[src/tfcl_pkg.sv]
// Package for the threshold feature coordinate list block.
// Holds the result beat type, configuration types and register index codes.
// No dependencies.
package tfcl_pkg;

  // Coordinate counters hold 12 bits, so a frame side is at most this long
  localparam int CntCap = 4096;

  localparam int PixW   = 8;
  localparam int CoordW = 12;
  localparam int SizeW  = 13;
  localparam int CountW = 25;

  // Configuration port
  localparam int CfgIdxW  = 2;
  localparam int CfgDataW = 13;

  localparam logic [CfgIdxW-1:0] REG_FRAME_ROWS    = 2'd0;
  localparam logic [CfgIdxW-1:0] REG_FRAME_COLS    = 2'd1;
  localparam logic [CfgIdxW-1:0] REG_HIT_THRESHOLD = 2'd2;

  localparam logic [SizeW-1:0] ROWS_RST      = 13'd1080;
  localparam logic [SizeW-1:0] COLS_RST      = 13'd1920;
  localparam logic [PixW-1:0]  THRESHOLD_RST = 8'd128;

  // Beat kinds
  localparam logic KIND_FEATURE = 1'b0;
  localparam logic KIND_REPORT  = 1'b1;

  // Result queue geometry: holds two items' worth of worst-case bursts
  localparam int QDepth = 8;
  localparam int QPtrW  = 3;
  localparam int QCntW  = 4;
  localparam int MaxBeatsPerItem = 3;

  typedef struct packed {
    logic              beat_kind;
    logic [CoordW-1:0] feature_row;
    logic [CoordW-1:0] feature_col;
    logic              first_flag;
    logic              last_flag;
    logic [CountW-1:0] found_count;
  } tfcl_beat_t;

  typedef struct packed {
    logic [SizeW-1:0] frame_rows;
    logic [SizeW-1:0] frame_cols;
    logic [PixW-1:0]  hit_threshold;
  } tfcl_cfg_t;

  // Beats produced by one item, packed to the front, with their count
  typedef struct packed {
    logic [1:0]            n;
    tfcl_beat_t [2:0]      beat;
  } tfcl_push_t;

endpackage

[src/tfcl_if.sv]
// Channel interfaces for the threshold feature coordinate list block.
// Depends on tfcl_pkg for field widths.
interface tfcl_pix_if import tfcl_pkg::*; ();
  logic            valid;
  logic            ready;
  logic [PixW-1:0] pixel_value;

  modport source (output valid, output pixel_value, input ready);
  modport sink   (input valid, input pixel_value, output ready);
endinterface

interface tfcl_beat_if import tfcl_pkg::*; ();
  logic              valid;
  logic              ready;
  logic              beat_kind;
  logic [CoordW-1:0] feature_row;
  logic [CoordW-1:0] feature_col;
  logic              first_flag;
  logic              last_flag;
  logic [CountW-1:0] found_count;

  modport source (output valid, output beat_kind, output feature_row, output feature_col,
                  output first_flag, output last_flag, output found_count, input ready);
  modport sink   (input valid, input beat_kind, input feature_row, input feature_col,
                  input first_flag, input last_flag, input found_count, output ready);
endinterface

[src/threshold_feature_coordinate_list.sv]
// Threshold feature coordinate list: top level.
// A taken pixel goes through the input register; the core's beats for it are then written into the queue.
// Throughput: one pixel per cycle while the 8-entry result queue holds two beats or fewer; input
// pauses when out_chan is held off or beats pile up faster than one per cycle (dense features,
// frames of a few pixels, where a frame end adds up to three beats).
// Reset (synchronous, rst_n low): queue emptied, frame state cleared, 1080x1920, threshold 128.
module threshold_feature_coordinate_list import tfcl_pkg::*; #(
  parameter int MAX_ROWS_P = 4096,
  parameter int MAX_COLS_P = 4096
) (
  input  logic                clk,
  input  logic                rst_n,
  tfcl_pix_if.sink            in_chan,
  tfcl_beat_if.source         out_chan,
  input  logic                cfg_we,
  input  logic [CfgIdxW-1:0]  cfg_index,
  input  logic [CfgDataW-1:0] cfg_data
);

  tfcl_cfg_t        cfg_r;
  logic [PixW-1:0]  pix_r;
  logic             pix_vld_r;
  logic             take;
  tfcl_push_t       push;
  logic [QCntW-1:0] q_count;
  logic             q_not_empty;
  tfcl_beat_t       head;

  // Room for the staged item's burst plus one more
  assign in_chan.ready = (q_count <= QCntW'(QDepth - 2 * MaxBeatsPerItem));
  assign take          = in_chan.valid && in_chan.ready;

  // Configuration registers
  always_ff @(posedge clk) begin
    if (!rst_n) begin
      cfg_r.frame_rows    <= ROWS_RST;
      cfg_r.frame_cols    <= COLS_RST;
      cfg_r.hit_threshold <= THRESHOLD_RST;
    end else if (cfg_we) begin
      unique case (cfg_index)
        REG_FRAME_ROWS:    cfg_r.frame_rows    <= cfg_data[SizeW-1:0];
        REG_FRAME_COLS:    cfg_r.frame_cols    <= cfg_data[SizeW-1:0];
        REG_HIT_THRESHOLD: cfg_r.hit_threshold <= cfg_data[PixW-1:0];
        default: ;
      endcase
    end
  end

  // Input register
  always_ff @(posedge clk) begin
    if (!rst_n) pix_vld_r <= 1'b0;
    else        pix_vld_r <= take;
  end

  always_ff @(posedge clk) begin
    if (take) pix_r <= in_chan.pixel_value;
  end

  tfcl_core #(
    .MAX_ROWS_P(MAX_ROWS_P),
    .MAX_COLS_P(MAX_COLS_P)
  ) u_core (
    .clk      (clk),
    .rst_n    (rst_n),
    .item_vld (pix_vld_r),
    .pix      (pix_r),
    .cfg      (cfg_r),
    .push     (push)
  );

  tfcl_queue u_queue (
    .clk       (clk),
    .rst_n     (rst_n),
    .push      (push),
    .pop       (out_chan.ready),
    .not_empty (q_not_empty),
    .count     (q_count),
    .head      (head)
  );

  // Result channel
  assign out_chan.valid       = q_not_empty;
  assign out_chan.beat_kind   = head.beat_kind;
  assign out_chan.feature_row = head.feature_row;
  assign out_chan.feature_col = head.feature_col;
  assign out_chan.first_flag  = head.first_flag;
  assign out_chan.last_flag   = head.last_flag;
  assign out_chan.found_count = head.found_count;

endmodule

[src/tfcl_core.sv]
// Raster position tracking, threshold test and one-beat lookahead.
// Produces up to three beats per pixel. Depends on tfcl_pkg.
module tfcl_core import tfcl_pkg::*; #(
  parameter int MAX_ROWS_P = 4096,
  parameter int MAX_COLS_P = 4096
) (
  input  logic            clk,
  input  logic            rst_n,
  input  logic            item_vld,
  input  logic [PixW-1:0] pix,
  input  tfcl_cfg_t       cfg,
  output tfcl_push_t      push
);

  localparam int RowLimI = (MAX_ROWS_P < 1) ? 1 : ((MAX_ROWS_P < CntCap) ? MAX_ROWS_P : CntCap);
  localparam int ColLimI = (MAX_COLS_P < 1) ? 1 : ((MAX_COLS_P < CntCap) ? MAX_COLS_P : CntCap);
  localparam logic [SizeW-1:0] ROW_LIM = SizeW'(RowLimI);
  localparam logic [SizeW-1:0] COL_LIM = SizeW'(ColLimI);

  logic [CoordW-1:0] col_r, col_nxt, row_r, row_nxt;
  logic [CoordW-1:0] held_row_r, held_row_nxt, held_col_r, held_col_nxt;
  logic              held_first_r, held_first_nxt;
  logic              held_vld_r, held_vld_nxt;
  logic              first_pend_r, first_pend_nxt;
  logic [CountW-1:0] total_r, total_nxt;

  logic [SizeW-1:0]  rows_eff, cols_eff;
  logic              hit, col_end, frame_end;
  logic              v0, v1, v2;
  tfcl_beat_t        b0, b1, b2;

  // Clamp the configured frame size to 1..limit
  always_comb begin
    rows_eff = (cfg.frame_rows == '0) ? SizeW'(1) : cfg.frame_rows;
    if (rows_eff > ROW_LIM) rows_eff = ROW_LIM;
    cols_eff = (cfg.frame_cols == '0) ? SizeW'(1) : cfg.frame_cols;
    if (cols_eff > COL_LIM) cols_eff = COL_LIM;
  end

  // Per-pixel decision and next state
  always_comb begin
    hit       = (pix >= cfg.hit_threshold);
    col_end   = ({1'b0, col_r} + SizeW'(1)) >= cols_eff;
    frame_end = col_end && (({1'b0, row_r} + SizeW'(1)) >= rows_eff);

    col_nxt        = col_r;
    row_nxt        = row_r;
    held_row_nxt   = held_row_r;
    held_col_nxt   = held_col_r;
    held_first_nxt = held_first_r;
    held_vld_nxt   = held_vld_r;
    first_pend_nxt = first_pend_r;
    total_nxt      = total_r;

    // displaced lookahead beat
    v0 = item_vld && hit && held_vld_r;
    b0 = '{beat_kind: KIND_FEATURE, feature_row: held_row_r, feature_col: held_col_r,
           first_flag: held_first_r, last_flag: 1'b0, found_count: '0};

    if (hit) begin
      held_row_nxt   = row_r;
      held_col_nxt   = col_r;
      held_first_nxt = first_pend_r;
      held_vld_nxt   = 1'b1;
      first_pend_nxt = 1'b0;
      total_nxt      = total_r + CountW'(1);
    end

    // frame end: flush the held feature as last, then the count report
    v1 = item_vld && frame_end && held_vld_nxt;
    b1 = '{beat_kind: KIND_FEATURE, feature_row: held_row_nxt, feature_col: held_col_nxt,
           first_flag: held_first_nxt, last_flag: 1'b1, found_count: '0};
    v2 = item_vld && frame_end;
    b2 = '{beat_kind: KIND_REPORT, feature_row: '0, feature_col: '0,
           first_flag: 1'b0, last_flag: 1'b0, found_count: total_nxt};

    if (col_end) begin
      col_nxt = '0;
      if (frame_end) begin
        row_nxt        = '0;
        held_vld_nxt   = 1'b0;
        held_first_nxt = 1'b0;
        first_pend_nxt = 1'b1;
        total_nxt      = '0;
      end else begin
        row_nxt = row_r + CoordW'(1);
      end
    end else begin
      col_nxt = col_r + CoordW'(1);
    end

    // Pack valid beats to the front; a last beat always comes with a report
    push.n       = 2'(v0) + 2'(v1) + 2'(v2);
    push.beat[0] = v0 ? b0 : (v1 ? b1 : b2);
    push.beat[1] = v0 ? (v1 ? b1 : b2) : b2;
    push.beat[2] = b2;
  end

  // Control state
  always_ff @(posedge clk) begin
    if (!rst_n) begin
      col_r        <= '0;
      row_r        <= '0;
      held_vld_r   <= 1'b0;
      first_pend_r <= 1'b1;
      total_r      <= '0;
    end else if (item_vld) begin
      col_r        <= col_nxt;
      row_r        <= row_nxt;
      held_vld_r   <= held_vld_nxt;
      first_pend_r <= first_pend_nxt;
      total_r      <= total_nxt;
    end
  end

  // Held coordinates are only read while held_vld_r is set
  always_ff @(posedge clk) begin
    if (item_vld) begin
      held_row_r   <= held_row_nxt;
      held_col_r   <= held_col_nxt;
      held_first_r <= held_first_nxt;
    end
  end

endmodule

[src/tfcl_queue.sv]
// Result queue: takes up to three beats per cycle, hands out one per cycle while pop is high.
// Depends on tfcl_pkg.
module tfcl_queue import tfcl_pkg::*; (
  input  logic             clk,
  input  logic             rst_n,
  input  tfcl_push_t       push,
  input  logic             pop,
  output logic             not_empty,
  output logic [QCntW-1:0] count,
  output tfcl_beat_t       head
);

  tfcl_beat_t       mem_r [QDepth];
  logic [QPtrW-1:0] wr_ptr_r, rd_ptr_r;
  logic [QCntW-1:0] cnt_r, cnt_nxt;
  logic             do_pop;

  assign not_empty = (cnt_r != '0);
  assign count     = cnt_r;
  assign head      = mem_r[rd_ptr_r];
  assign do_pop    = pop && not_empty;
  assign cnt_nxt   = cnt_r + QCntW'(push.n) - QCntW'(do_pop);

  // Pointers and fill level
  always_ff @(posedge clk) begin
    if (!rst_n) begin
      wr_ptr_r <= '0;
      rd_ptr_r <= '0;
      cnt_r    <= '0;
    end else begin
      wr_ptr_r <= wr_ptr_r + QPtrW'(push.n);
      rd_ptr_r <= rd_ptr_r + QPtrW'(do_pop);
      cnt_r    <= cnt_nxt;
    end
  end

  // Storage: consecutive slots from the write pointer
  always_ff @(posedge clk) begin
    for (int i = 0; i < MaxBeatsPerItem; i++) begin
      if (2'(i) < push.n) mem_r[wr_ptr_r + QPtrW'(i)] <= push.beat[i];
    end
  end

endmodule

[src/flat_wrapper.sv]
// flat-port wrapper written by rule: the top's interface ports become plain ports
module threshold_feature_coordinate_list_flat import tfcl_pkg::*;
#(
  parameter int MAX_ROWS_P = 4096,
  parameter int MAX_COLS_P = 4096
)
  (clk, rst_n, cfg_we, cfg_index, cfg_data, in_chan_valid, in_chan_pixel_value, in_chan_ready, out_chan_valid, out_chan_beat_kind, out_chan_feature_row, out_chan_feature_col, out_chan_first_flag, out_chan_last_flag, out_chan_found_count, out_chan_ready);
  tfcl_pix_if in_chan_i ();
  tfcl_beat_if out_chan_i ();
  input  logic clk;
  input  logic rst_n;
  input  logic cfg_we;
  input  logic [CfgIdxW-1:0] cfg_index;
  input  logic [CfgDataW-1:0] cfg_data;
  input wire logic [$bits(in_chan_i.valid)-1:0] in_chan_valid;
  input wire logic [$bits(in_chan_i.pixel_value)-1:0] in_chan_pixel_value;
  output wire logic [$bits(in_chan_i.ready)-1:0] in_chan_ready;
  output wire logic [$bits(out_chan_i.valid)-1:0] out_chan_valid;
  output wire logic [$bits(out_chan_i.beat_kind)-1:0] out_chan_beat_kind;
  output wire logic [$bits(out_chan_i.feature_row)-1:0] out_chan_feature_row;
  output wire logic [$bits(out_chan_i.feature_col)-1:0] out_chan_feature_col;
  output wire logic [$bits(out_chan_i.first_flag)-1:0] out_chan_first_flag;
  output wire logic [$bits(out_chan_i.last_flag)-1:0] out_chan_last_flag;
  output wire logic [$bits(out_chan_i.found_count)-1:0] out_chan_found_count;
  input wire logic [$bits(out_chan_i.ready)-1:0] out_chan_ready;
  assign in_chan_i.valid = in_chan_valid;
  assign in_chan_i.pixel_value = in_chan_pixel_value;
  assign in_chan_ready = in_chan_i.ready;
  assign out_chan_valid = out_chan_i.valid;
  assign out_chan_beat_kind = out_chan_i.beat_kind;
  assign out_chan_feature_row = out_chan_i.feature_row;
  assign out_chan_feature_col = out_chan_i.feature_col;
  assign out_chan_first_flag = out_chan_i.first_flag;
  assign out_chan_last_flag = out_chan_i.last_flag;
  assign out_chan_found_count = out_chan_i.found_count;
  assign out_chan_i.ready = out_chan_ready;
  threshold_feature_coordinate_list #(.MAX_ROWS_P(MAX_ROWS_P), .MAX_COLS_P(MAX_COLS_P)) u_core (.clk(clk), .rst_n(rst_n), .in_chan(in_chan_i), .out_chan(out_chan_i), .cfg_we(cfg_we), .cfg_index(cfg_index), .cfg_data(cfg_data));
endmodule
[config.mk]
export PLATFORM = sky130hd
export DESIGN_NAME = threshold_feature_coordinate_list_flat
export DESIGN_NICKNAME = d
export VERILOG_FILES = /design/src/tfcl_pkg.sv /design/src/tfcl_if.sv /design/src/threshold_feature_coordinate_list.sv /design/src/tfcl_core.sv /design/src/tfcl_queue.sv /design/src/flat_wrapper.sv
export SDC_FILE = /design/constraint.sdc
export NUM_CORES = 1
export LEC_CHECK = 0
export BUFFER_PORTS_ARGS = -buffer_cell sky130_fd_sc_hd__buf_2
export CAP_MARGIN = 20
export CORE_MARGIN = 2
export CORE_UTILIZATION = 60
export DETAILED_ROUTE_END_ITERATION = 6
export GPL_ROUTABILITY_DRIVEN = 0
export GPL_TIMING_DRIVEN = 0
export PLACE_DENSITY = 0.77
export SLEW_MARGIN = 10
export SYNTH_ARGS = -nofsm -noshare
export SYNTH_HDL_FRONTEND = slang
export SYNTH_SLANG_ARGS = --single-unit
[constraint.sdc]
create_clock -name clk -period 10.7 [get_ports clk]
set_input_delay 0.535 -clock clk [delete_from_list [all_inputs] [get_ports clk]]
set_output_delay 0.535 -clock clk [all_outputs]
set_load 0.05 [all_outputs]
Yosys cells after proc, flatten, opt, wreduce, memory -nomap -nowiden
Memory sizes are Yosys's and may differ from the RTL's. A register that Yosys moved wholly into a read port is not among the register bits.
Cells that the tools add are included.
{"block": "word_totals", "ram_bits": 416, "regBits": 129, "wordCells": 86, "memories": 1, "out_inout_bits": 54}
{"memory": "u_core.u_queue.mem_r", "depth": 8, "word_bits": 52, "read_ports": 1, "rd_ports_with_merged_regs": 1, "write_ports": 3, "line_no": "tfcl_queue.sv:13", "source": "tfcl_beat_t mem_r [QDepth];"}
{"block": "classes", "addsub": 13, "n_reduce_logical": 15, "n_eq_ne": 2, "mux": 30, "n_lt_le_gt_ge": 9}
{"op": "$mux W52", "n": 3}
{"op": "$mux W25", "n": 3}
{"op": "$mux W13", "n": 4}
{"op": "$mux W12", "n": 4}
{"op": "$add A12 B1 Y13 const B", "n": 2}
{"op": "$ge A13 B13 Y1", "n": 2}
{"op": "$gt A13 B13 Y1 const B", "n": 2}
{"op": "$logic_not A13 Y1", "n": 2}
{"op": "$add A25 B1 Y25 const B", "n": 1}
{"op": "$add A12 B1 Y12 const B", "n": 2}
{"op": "$mux W1", "n": 15}
{"op": "$ge A8 B8 Y1", "n": 1}
{"op": "$reduce_and A2 Y1", "n": 4}
{"op": "$logic_and A1 B1 Y1", "n": 7}
{"op": "$add A4 B2 Y4", "n": 1}
{"op": "$le A4 B2 Y1 const B", "n": 1}
{"op": "$lt A1 B2 Y1 const A", "n": 2}
{"op": "$reduce_bool A4 Y1", "n": 1}
{"op": "$sub A4 B1 Y4", "n": 1}
{"op": "$add A3 B1 Y3", "n": 1}
{"op": "$add A3 B1 Y3 const B", "n": 1}
{"op": "$add A3 B2 Y3", "n": 1}
{"op": "$add A3 B2 Y3 const B", "n": 1}
{"op": "$mux W3", "n": 1}
{"op": "other kinds (6)", "n": 6}

Longest topological paths before layout
{"block": "depth", "word_depth": 13, "ltp_mapped": 23}

Cells and area by module
From an unflattened synthesis, not the netlist that was laid out.
{"block": "unflattened", "hier_cells": 3866, "area_unflattened_um2": 36112.1}
{"mod": "tfcl_queue", "cells_per_inst": 2970, "instances": 1, "area_each_um2": 28471.1}
{"mod": "tfcl_core", "cells_per_inst": 749, "instances": 1, "area_each_um2": 6005.8}
{"mod": "threshold_feature_coordinate_list", "cells_per_inst": 147, "instances": 1, "area_each_um2": 1635.3}

Worst setup path after synthesis
Ideal clock, no wire load.
{"block": "synth_path", "path_type": "reg-to-reg", "start": "register u_core.u_core.col_r[0]", "end": "memory u_core.u_queue.mem_r[6][0] (netlist name) (enable)", "arrival_ns": 5.022, "stages_incl_launch_ff": 21, "setup_time_ns": 0.366, "path_buffers": 1, "period_less_slack_ns": 5.387, "path_slack_ns": 5.313, "path_cell_list": "dfxtp_1 ha_1 and3_1 and3_1 and3_1 and3_1 and3_1 ha_1 nand4_1 nor3_1 nand2_1 o21ai_2 nand2_4 inv_2 fa_1 inv_1 or2_2 nor2_1 nor3_1 clkbuf_1 inv_1"}
{"item": "start: declaration", "line_no": "tfcl_core.sv:20", "source": "logic [CoordW-1:0] col_r, col_nxt, row_r, row_nxt;"}
{"item": "start signal: assignment", "line_no": "tfcl_core.sv:108", "source": "col_r <= col_nxt;"}
{"item": "end: declaration", "line_no": "tfcl_queue.sv:13"}

==> impl_metrics.ini <==
[global_routing]
grt_pass1_wl_mm = 111
grt.total_usage = 0.332
grt_remaining_overflow = 0
grt_max_degree = 25
antenna_found_initial = 0
first_global_vias = 19500

[clock_tree]
worstSkewPairLatency_ps = 630
cts-root-buf = clkbuf_16
htreeDepth = 2
cts.sinks = 545
cts_tree = built
cts_buffers = 54
cts.repair.resized = 0
post_cts_buffers = 0
cts_buffer_depth = 3
clkTransAtPathRegs_ps = 60
hold_buffers = 0

[routing]
wl_mm = 71.8
drt_iter0_drc = 2567
drt-pass1-iter-count = 6
vias_per_cell = 6.61
met1_length_mm = 26.6
ant_nets = 0
top_layer = met4
drc = 0
wl_met3_mm = 7.59
wl_met2_mm = 34.6
vias = 19600
detail_route.wl_per_cell_um = 24.2

[power_and_ir_drop]
clkPwrFrac = 0.364
p_switching_w = 0.00152
seqPwrFrac = 0.438
internal-power_w = 0.00361
power_density_nw_per_um2 = 183
switching_share = 0.297
ir_drop_mv = 0.123
totalPowerFinal_w = 0.00513
p_leak_nw = 10.2
power_frac_comb = 0.199

[sta]
tightest_slew_ps = 1190
slew_violations = 0
rsz0062_at_grt = false
slew_headroom = 0.202
fmax_mhz = 139
setup_viol = 0
final.setup.worst_slack_ps = 3500
period_needed_ps = 7200
fin_crit_sh = 0.673
fin_skew_ps = 17.1
hold_violations = 0
tns_ps = 0

[yosys]
synth_edf_count = 233
async_reset_ff_frac = 0
synth-compound-area-share = 0.146
postSynthCellCount = 2242
ys_ff_latch = 545
yosys.area_share.simple = 0.107
synth_top_family_by_area = compound AO/OA/AOI/OAI gates
yosysSeqAreaShare = 0.529
yosysUniqueCellTypes = 75
netlist_area_um2 = 25000
synth_flop_cell = dfxtp_1
avgSynthCellArea_um2 = 11.2
yosysWarnings = 0
synth_xor_area_frac = 0.0220
synth_fa_ha_area_frac = 0.0269
synthesis.nets = 2322
synthMuxAreaShare = 0.130

[final_layout]
fillers = 2949
multi_input_area_um2 = 10800
layout_commonest_cell = dfxtp_1
area_growth_pct = 12.4
stdcell_area_um2 = 28100
diodes = 0
seq_area_um2 = 13200
layout-drive-gt1-share = 0.173
final_util = 0.686
final_cell_mix = dfxtp_1, nor2_1, edfxtp_1, o21ai_0, a22oi_1
final_nets = 2470

[critical_path]
cp_max_fo = 15
worstRegToRegCells = 20
critPathSlowestCell = nor3_2
worst_path_most_repeated_cell = inv_1
worstPathRequired_ps = 11070
startpoint_type = register
crit_arrival_ps = 7570
worstPathCellList = nand3_1 -> nor3_1 -> and3_1 -> nand3_1 -> xnor2_1 -> ha_1 -> nand4_1 -> nor3_1 -> nand2_1 -> o21ai_2 -> nand2_4 -> inv_2 -> fa_1 -> inv_1 -> or3_1 -> inv_1 -> nor3_2 -> clkbuf_1 -> inv_1 -> buf_16
max_stage_delay_ps = 780
crit_path_end_kind = register
timing_worst_setup_path_type = reg -> reg

[floorplanning]
start_util = 0.610
fp.dieW_um = 208
core_um2 = 41000
rows = 74
design.die.area_um2 = 43300
ios = 82
die_h_um = 208

[worst_hold_path]
worstHoldPathType = in -> reg
min_path_cells = 1

[place]
io_buffers = 81
placement.cell_area_um2 = 26400
dp_hpwl_mm = 48.3
dp_slack_ps = 3660

[job]
max_cap_viol_count = 0

[status]
outcome = finished clean
## critical path: cells and delay by family, from the launching register on
kind	cells	cell delay [ps]
adder cells (fa/ha/maj)	2	820
XOR/XNOR	1	180
flip-flops	1	510
AO/OA/AOI/OAI	1	450
buffers and inverters	6	2080
AND/OR/NAND/NOR	10	2880
## layout make-up
type                    count  area share
plain buffers             157      0.0254
clock buffers              83      0.0581
clock inverters            17     0.00387
inverters                  69     0.00921
multi-input cells        1471       0.385
flip-flops and latches    545       0.471
well taps                 532      0.0237
repair buffers             92      0.0236
## cells in the mapped netlist (5+ instances only)
cell type,number,area share
a211oi_4,5,0.0040
a21o_1,8,0.0024
a21oi_1,52,0.010
a22oi_1,205,0.062
and2_1,7,0.0018
and3_1,21,0.0053
buf_1,10,0.0015
buf_2,23,0.0046
buf_4,14,0.0042
clkbuf_1,103,0.015
dfxtp_1,312,0.25
edfxtp_1,233,0.28
ha_1,49,0.025
inv_1,66,0.0099
mux2_2,52,0.023
mux2i_1,33,0.013
mux4_2,104,0.094
nand2_1,167,0.025
nand2b_1,6,0.0015
nand3_1,40,0.0080
nand3b_1,9,0.0027
nand4_1,16,0.0040
nor2_1,284,0.043
nor3_1,31,0.0062
nor4_1,7,0.0018
o21a_1,9,0.0027
o21ai_0,218,0.044
o21ai_1,8,0.0016
o21ai_2,11,0.0039
xnor2_1,26,0.0091
xor2_1,35,0.012
## registers in the layout, summed over array words and instances, names as in the netlist, 4 cells and up
signal and flops:
u_core.u_core.row_r 12, u_core.u_queue.count 4, u_core.pix_r 8, u_core.u_queue.mem_r 416, u_core.cfg_r 34, u_core.u_core.col_r 12, u_core.u_core.total_r 25, u_core.u_core.held_row_r 12
u_core.u_core.held_col_r 12
## per-layer routing
metal | vias to the layer above | track usage
met5 | - | 0
met4 | 0 | 0.139
met3 | 231 | 0.0660
met2 | 1274 | 0.546
met1 | 9516 | 0.432
li1 | 8575 | -
## final timing paths
| check | slack [ps] | endpoint | startpoint |
|---|---|---|---|
| setup reg to reg | 3500 | u_core.u_queue.mem_r[0][11] | u_core.u_core.col_r[2] |
| setup / recovery | 3500 | u_core.u_queue.mem_r[0][11] | u_core.u_core.col_r[2] |
| hold / removal | 90 | u_core.pix_r[1] | in_chan_pixel_value[1] |
| hold reg to reg | 450 | u_core.u_queue.mem_r[1][25] | u_core.u_queue.mem_r[1][25] |
## metrics by stage
stage | cells | hold slack, ps
2_1_floorplan | 2242 | 418
3_3_place_gp | 2855 | 427
3_5_place_dp | 2865 | 437
4_1_cts | 2965 | 79.5
5_1_grt | 2966 | 91.1
6_report | 2966 | 93.8
## logic make-up after synthesis
group	Yosys count
buffers and inverters	226
multiplexers	189
AO/OA/AOI/OAI	555
flip-flops	545
adder cells (fa/ha/maj)	52
AND/OR/NAND/NOR	613
XOR/XNOR	62
## power by group through the flow
stage / Combinational, W / Sequential [W] / Clock (W)
6_report: 0.00102 / 0.00225 / 0.00187
3_5_place_dp: 0.00100 / 0.00229 / 0
5_1_grt: 0.00109 / 0.00225 / 0.00195
3_3_place_gp: 0.000966 / 0.00230 / 0
2_1_floorplan: 0.000736 / 0.00229 / 0
4_1_cts: 0.00101 / 0.00225 / 0.00187
Power figures use the tool's default switching activity.
